<file path="config.mk">
export PLATFORM = sky130hd
export DESIGN_NAME = bpc_div
export DESIGN_NICKNAME = d
export VERILOG_FILES = /design/src/design/bpc_div.sv
export SDC_FILE = /design/constraint.sdc
export NUM_CORES = 2
export LEC_CHECK = 0
export BUFFER_PORTS_ARGS = -buffer_cell sky130_fd_sc_hd__buf_2
export CAP_MARGIN = 20
export CORE_ASPECT_RATIO = 0.6
export CORE_MARGIN = 10
export CORE_UTILIZATION = 40
export DETAILED_ROUTE_END_ITERATION = 12
export GPL_ROUTABILITY_DRIVEN = 1
export PLACE_DENSITY = 0.57
export SLEW_MARGIN = 30
export SYNTH_ARGS = -nofsm -noshare
export SYNTH_HDL_FRONTEND = slang
export SYNTH_SLANG_ARGS = --single-unit
export TNS_END_PERCENT = 10
</file>
<file path="constraint.sdc">
create_clock -name i_clk -period 6.8 [get_ports i_clk]
set_input_delay 1.02 -clock i_clk [delete_from_list [all_inputs] [get_ports i_clk]]
set_output_delay 1.02 -clock i_clk [all_outputs]
set_load 0.01 [all_outputs]
</file>
<file path="src/design/bpc_div.sv">
// ----------------------------------------------------------------------------
// bpc_div
// pipelined unsigned restoring divider, one quotient bit per stage
// ----------------------------------------------------------------------------
`default_nettype none

module bpc_div #(
    parameter int unsigned NUM_W = 32,
    parameter int unsigned DEN_W = 17,
    parameter int unsigned TAG_W = 1
) (
    input  wire logic             i_clk,
    input  wire logic             i_rst_n,
    input  wire logic             i_en,
    input  wire logic             i_vld,
    input  wire logic [NUM_W-1:0] i_num,
    input  wire logic [DEN_W-1:0] i_den,
    input  wire logic [TAG_W-1:0] i_tag,
    output logic                  o_vld,
    output logic [NUM_W-1:0]      o_quo,
    output logic [TAG_W-1:0]      o_tag
);

    logic [DEN_W-1:0] r_rem [NUM_W];
    logic [NUM_W-1:0] r_nq  [NUM_W];
    logic [DEN_W-1:0] r_den [NUM_W];
    logic [TAG_W-1:0] r_tag [NUM_W];
    logic [NUM_W-1:0] r_vld;

    logic [DEN_W-1:0] n_rem [NUM_W];
    logic [NUM_W-1:0] n_nq  [NUM_W];
    logic [DEN_W-1:0] w_pden [NUM_W];
    logic [TAG_W-1:0] w_ptag [NUM_W];
    logic [NUM_W-1:0] w_pvld;
    logic [DEN_W-1:0] w_prem [NUM_W];
    logic [NUM_W-1:0] w_pnq  [NUM_W];
    logic [DEN_W:0]   w_trial [NUM_W];
    logic [DEN_W:0]   w_diff  [NUM_W];
    logic [NUM_W-1:0] w_ge;

    always_comb begin
        for (int k = 0; k < NUM_W; k++) begin
            if (k == 0) begin
                w_prem[k] = '0;
                w_pnq[k]  = i_num;
                w_pden[k] = i_den;
                w_ptag[k] = i_tag;
                w_pvld[k] = i_vld;
            end else begin
                w_prem[k] = r_rem[k-1];
                w_pnq[k]  = r_nq[k-1];
                w_pden[k] = r_den[k-1];
                w_ptag[k] = r_tag[k-1];
                w_pvld[k] = r_vld[k-1];
            end
            // shift next dividend bit into the partial remainder
            w_trial[k] = {w_prem[k], w_pnq[k][NUM_W-1]};
            w_diff[k]  = w_trial[k] - {1'b0, w_pden[k]};
            w_ge[k]    = (w_trial[k] >= {1'b0, w_pden[k]});
            n_rem[k]   = w_ge[k] ? w_diff[k][DEN_W-1:0] : w_trial[k][DEN_W-1:0];
            n_nq[k]    = {w_pnq[k][NUM_W-2:0], w_ge[k]};
        end
    end

    always_ff @(posedge i_clk) begin
        if (!i_rst_n) begin
            r_vld <= '0;
        end else if (i_en) begin
            r_vld <= w_pvld;
        end
    end

    always_ff @(posedge i_clk) begin
        if (i_en) begin
            for (int k = 0; k < NUM_W; k++) begin
                r_rem[k] <= n_rem[k];
                r_nq[k]  <= n_nq[k];
                r_den[k] <= w_pden[k];
                r_tag[k] <= w_ptag[k];
            end
        end
    end

    assign o_vld = r_vld[NUM_W-1];
    assign o_quo = r_nq[NUM_W-1];
    assign o_tag = r_tag[NUM_W-1];

endmodule

`default_nettype wire
</file>
Yosys cells after proc, flatten, opt, wreduce, memory -nomap -nowiden
Memories as Yosys holds them, arrays and structs flattened.
Cells that the tools add are included.
{"block": "totals", "mem_count": 4, "reg_bits": 32, "wordCells": 103, "ramBits": 2144, "output_inout_bits": 34}
{"block": "op_classes", "add_sub_neg": 32, "n_mux": 34, "magnitude_cmp": 32}
{"memory": "r_nq", "depth": 32, "word_bits": 32, "read_ports": 32, "rd_ports_with_merged_regs": 0, "write_ports": 32, "line": "25", "text": "logic [NUM_W-1:0] r_nq [NUM_W];"}
{"memory": "r_den", "depth": 32, "word_bits": 17, "read_ports": 31, "rd_ports_with_merged_regs": 0, "write_ports": 32, "line": "26", "text": "logic [DEN_W-1:0] r_den [NUM_W];"}
{"memory": "r_rem", "depth": 32, "word_bits": 17, "read_ports": 31, "rd_ports_with_merged_regs": 0, "write_ports": 32, "line": "24", "text": "logic [DEN_W-1:0] r_rem [NUM_W];"}
{"memory": "r_tag", "depth": 32, "word_bits": 1, "read_ports": 32, "rd_ports_with_merged_regs": 0, "write_ports": 32, "line": "27", "text": "logic [TAG_W-1:0] r_tag [NUM_W];"}
{"operator": ">= comparator 18 x 17 -> 1 bit", "count": 31}
{"operator": "two-way mux 17 bit", "count": 32}
{"operator": "subtractor 17 bit", "count": 31}
{"operator": ">= comparator 1 x 17 -> 1 bit", "count": 1}
{"operator": "subtractor 1 x 17 -> 17 bit", "count": 1}
{"operator": "two-way mux 1 bit", "count": 2}

Depth between registers and ports, before layout
An unclocked memory read counts as a cell.
{"block": "depth", "ltp_word": 3, "ltp_mapped": 13}

Least setup slack after synthesis
Ideal clock, no wire load.
{"block": "synth_timing", "kind": "flip-flop to flip-flop", "startpoint": "mem r_nq[24][31], in the netlist r_nq[1][287]", "endpoint": "mem r_rem[25][8], in the netlist r_rem[1][161], data pin", "path_buffers": 1, "stages_incl_launch_ff": 13, "path_slack_ns": 3.500, "arrival_time_ns": 3.040, "cell_sequence": "edfxtp_1 > inv_1 > ha_1 > inv_1 > fa_1 > a211oi_1 > o21bai_1 > a21oi_2 > o21ai_2 > o2111a_1 > a2111oi_4 > buf_6 > mux2_2"}
{"element": "start, declared", "line": "25"}
{"element": "end, declared", "line": "24"}

==> results.toml <==
[global_route]
total_routing_usage_gr_pct = 14.2
grt_antenna_before_repair = 3
grt_remaining_overflow = 0
largest_net_degree_at_the_start_of_global_routing = 175
first_global_vias = 52400
grt_first_pass_wirelength_um = 303000

[yosys]
synth.ff_latch_count = 2142
number_of_instances_in_the_synthesized_netlist = 6930
synth.cell_area_sq_mm = 0.0965
synth-edff-count = 2110
mappedNetlistNets = 7543
synth.lib_cells_used.distinct = 88
yosysWarningCount = 0
synthArstFlopShare_pct = 0
synth.yosys.seq_area_share_pct = 66.3
synth.avg_cell_area_sq_um = 13.9
synth_ff_type = "sky130_fd_sc_hd__edfxtp_1"

[timing]
fin_crit_sh_pct = 58.6
fin_worst_skew_ns = 0.0527
setup_viol_count_final = 0
slew_violations = 0
slew_headroom_pct = 27.4
fmax_mhz = 251
worst_slew_pin_slew_ns = 1.09
rsz0062_at_grt = "no"
finalSetupTns_ns = 0
fin_worst_hold_slack_ns = 0.319
min_period_ns = 3.98
hold_viol_final = 0

[critical_path]
r2r_slack_ns = 2.82
crit_start = "r_nq[1][351]$_DFFE_PP_"
ff2ff_path_depth = 11
worstReg2RegStart = "r_nq[1][351]$_DFFE_PP_"
slowest_delay_ns = 0.73
timing.critical_path.slowest_stage_cell = "sky130_fd_sc_hd__a221oi_1"
critPathKind = "flip-flop to flip-flop"
cp_data_arrival_time_ns = 4.58
worst-path-max-fanout = 18
critical_path_required_ns = 7.39
worstSetupStartpointType = "flip-flop"
setup.worst_path.end_class = "flip-flop"
cp_cell_sequence = "inv_1 -> ha_1 -> inv_1 -> fa_1 -> a211oi_1 -> nor2_1 -> o22a_1 -> a221oi_1 -> a21o_1 -> buf_4 -> mux2_2"
crit_path_frequent_cell = "sky130_fd_sc_hd__inv_1"
critical_path.endpoint = "r_rem[1][188]$_DFFE_PP_"
capture_point_of_the_worst_reg_to_reg_path = "r_rem[1][188]$_DFFE_PP_"

[placed_design]
io_buffers = 87
place.detailed.hpwl_um = 132000
final_weighted_congestion_in_routability_driven_placement = 0.869

[drt]
post_drt_via_cell_ratio = 5.18
drt-pass1-iter-count = 8
drt-wirelength-per-cell_um = 18.3
detail_route.wirelength_um = 192000
dr.first_iter.drc_count = 5200
number_of_remaining_drc_errors = 0
antenna_violating_nets_post_route = 0
num_vias = 54300

[pwr]
power-per-cell-area_mw_per_mm2 = 449
cellLeakagePower_nw = 40.9
ir_worst_vdd_mv = 0.217

[final_layout]
area_growth_from_synthesis_to_layout_pct = 11.8
layout-drive-gt1-share_pct = 10.3
num-nets-final = 7762
nFillCells = 21200
final_cell_mix = "sky130_fd_sc_hd__edfxtp_1 (2110), sky130_fd_sc_hd__inv_1 (654), sky130_fd_sc_hd__ha_1 (529)"
layout_commonest_cell = "sky130_fd_sc_hd__edfxtp_1"

[clocking]
cts_buffers = 211
clock_network_latency_to_the_later_pin_of_the_worst_skew_pair_ns = 0.86
clkSlewWorstSetupHoldPaths_ns = 0.07
clockBufferDepth = 4
post_cts_resized = 0
clock_tree_from_tritoncts = "yes"
clock-sinks = 2142
cts_hold_repair.buffers = 0
clk_root_buffer_cell = "sky130_fd_sc_hd__clkbuf_16"
cts_setup_buffers = 0
cts_max_level = 4

[die]
die_area_sq_mm = 0.262
placement_rows = 139
initial_core_util_pct = 40.3
fp.dieW_um = 654
die_ht_um = 400
coreArea_sq_mm = 0.240
design.portCount = 88

[flow_run]
cap_violations = 0

[hold_path]
timing.hold.worst.class = "input pin to flip-flop"

[outcome]
run_status = "complete, no violations"
==> report_power, final <==
group / leakage [nW] / total [mW] / internal [mW] / switching (mW)
logic: 16.6 / 16.9 / 7.40 / 9.49
clock network: 3.41 / 12.1 / 7.08 / 5.04
registers: 20.9 / 19.4 / 18.0 / 1.40
==> flip-flops by register name (all words and copies together), names as in the netlist <==
signal / cells
r_nq: 1024
r_vld: 32
r_den: 527
r_rem: 527
r_tag: 32
==> worst min path at each step <==
stage                                       from                     end  slack [ns]  cells past startpoint
final                                   i_num[6]    r_nq[0][7]$_DFFE_PP_        0.32                      1
after global routing                   i_num[18]   r_nq[0][19]$_DFFE_PP_        0.25                      1
after CTS                               i_num[6]    r_nq[0][7]$_DFFE_PP_        0.23                      1
after detailed placement   r_nq[0][73]$_DFFE_PP_  r_nq[0][106]$_DFFE_PP_        0.40                      0
after global placement    r_nq[1][280]$_DFFE_PP_  r_nq[1][313]$_DFFE_PP_        0.40                      0
after floorplan            r_nq[0][67]$_DFFE_PP_  r_nq[0][100]$_DFFE_PP_        0.40                      0
==> stage by stage <==
stage	setup slack (ns)	std cells	utilization, %	power, mW	cell area (sq um)
3_3_place_gp	2.95	10100	42.1	36.1	101000
4_1_cts	2.79	10500	45.0	48.9	108000
5_1_grt	2.56	10500	45.0	51.7	108000
3_5_place_dp	2.81	10100	42.1	36.3	101000
2_1_floorplan	3.50	6930	-	32.0	96500
6_report	2.82	10500	45.0	48.5	108000
==> critical path, delay by kind of cell, from the launching register on <==
family | cells | cell delay (ns)
buffers and inverters | 3 | 0.43
flip-flops | 1 | 0.39
adder cells (fa/ha/maj) | 2 | 0.61
AND/OR/NAND/NOR | 1 | 0.13
multiplexers | 1 | 0.35
AO/OA/AOI/OAI | 4 | 1.81
==> logic make-up after synthesis <==
logic type / share of synthesized area [%]
flip-flops: 66.3
AO/OA/AOI/OAI: 10.3
AND/OR/NAND/NOR: 6.06
buffers and inverters: 3.29
adder cells (fa/ha/maj): 7.48
XOR/XNOR: 3.36
multiplexers: 3.20
==> cells in the mapped netlist (32+ instances only) <==
cell | n | area share (%)
sky130_fd_sc_hd__nor2b_1 | 78 | 0.51
sky130_fd_sc_hd__nand4_1 | 69 | 0.45
sky130_fd_sc_hd__a211oi_1 | 67 | 0.52
sky130_fd_sc_hd__edfxtp_1 | 2110 | 66
sky130_fd_sc_hd__o21bai_1 | 52 | 0.40
sky130_fd_sc_hd__buf_4 | 33 | 0.26
sky130_fd_sc_hd__a21o_1 | 164 | 1.3
sky130_fd_sc_hd__a21oi_1 | 366 | 1.9
sky130_fd_sc_hd__xor2_1 | 153 | 1.4
sky130_fd_sc_hd__nand2b_1 | 65 | 0.42
sky130_fd_sc_hd__nor2_1 | 320 | 1.2
sky130_fd_sc_hd__dfxtp_1 | 32 | 0.66
sky130_fd_sc_hd__clkbuf_1 | 61 | 0.24
sky130_fd_sc_hd__inv_1 | 654 | 2.5
sky130_fd_sc_hd__o31ai_1 | 68 | 0.53
sky130_fd_sc_hd__mux2i_1 | 48 | 0.50
sky130_fd_sc_hd__nand2_1 | 402 | 1.6
sky130_fd_sc_hd__ha_1 | 529 | 6.9
sky130_fd_sc_hd__o21ai_0 | 452 | 2.3
sky130_fd_sc_hd__a31oi_1 | 39 | 0.25
sky130_fd_sc_hd__xnor2_1 | 217 | 2.0
sky130_fd_sc_hd__o21a_1 | 93 | 0.72
sky130_fd_sc_hd__nand3_1 | 57 | 0.30
sky130_fd_sc_hd__nor3_1 | 100 | 0.52
sky130_fd_sc_hd__mux2_2 | 214 | 2.5
==> layout make-up <==
type,count,area (sq um),share of cell area (%)
sequential,2142,64000,59.3
tap,3172,3970,3.68
clock buffer,255,5530,5.13
multi-input combinational,3999,29400,27.2
timing repair buffer,139,1000,0.930
clock inverter,120,1540,1.42
antenna,1,2.50,0.00232
inverter,656,2460,2.28
==> per-layer routing <==
layer / wire length, um / vias up / GRT usage, % / share of wire, %
li1: - / 26300 / - / -
met1: 101000 / 26400 / 22.8 / 52
met2: 76100 / 1236 / 19.5 / 40
met3: 11200 / 302 / 2.75 / 5.8
met4: 3870 / 0 / 3.12 / 2.0
met5: 0 / - / 0 / 0
(Power assumes the default switching activity.)
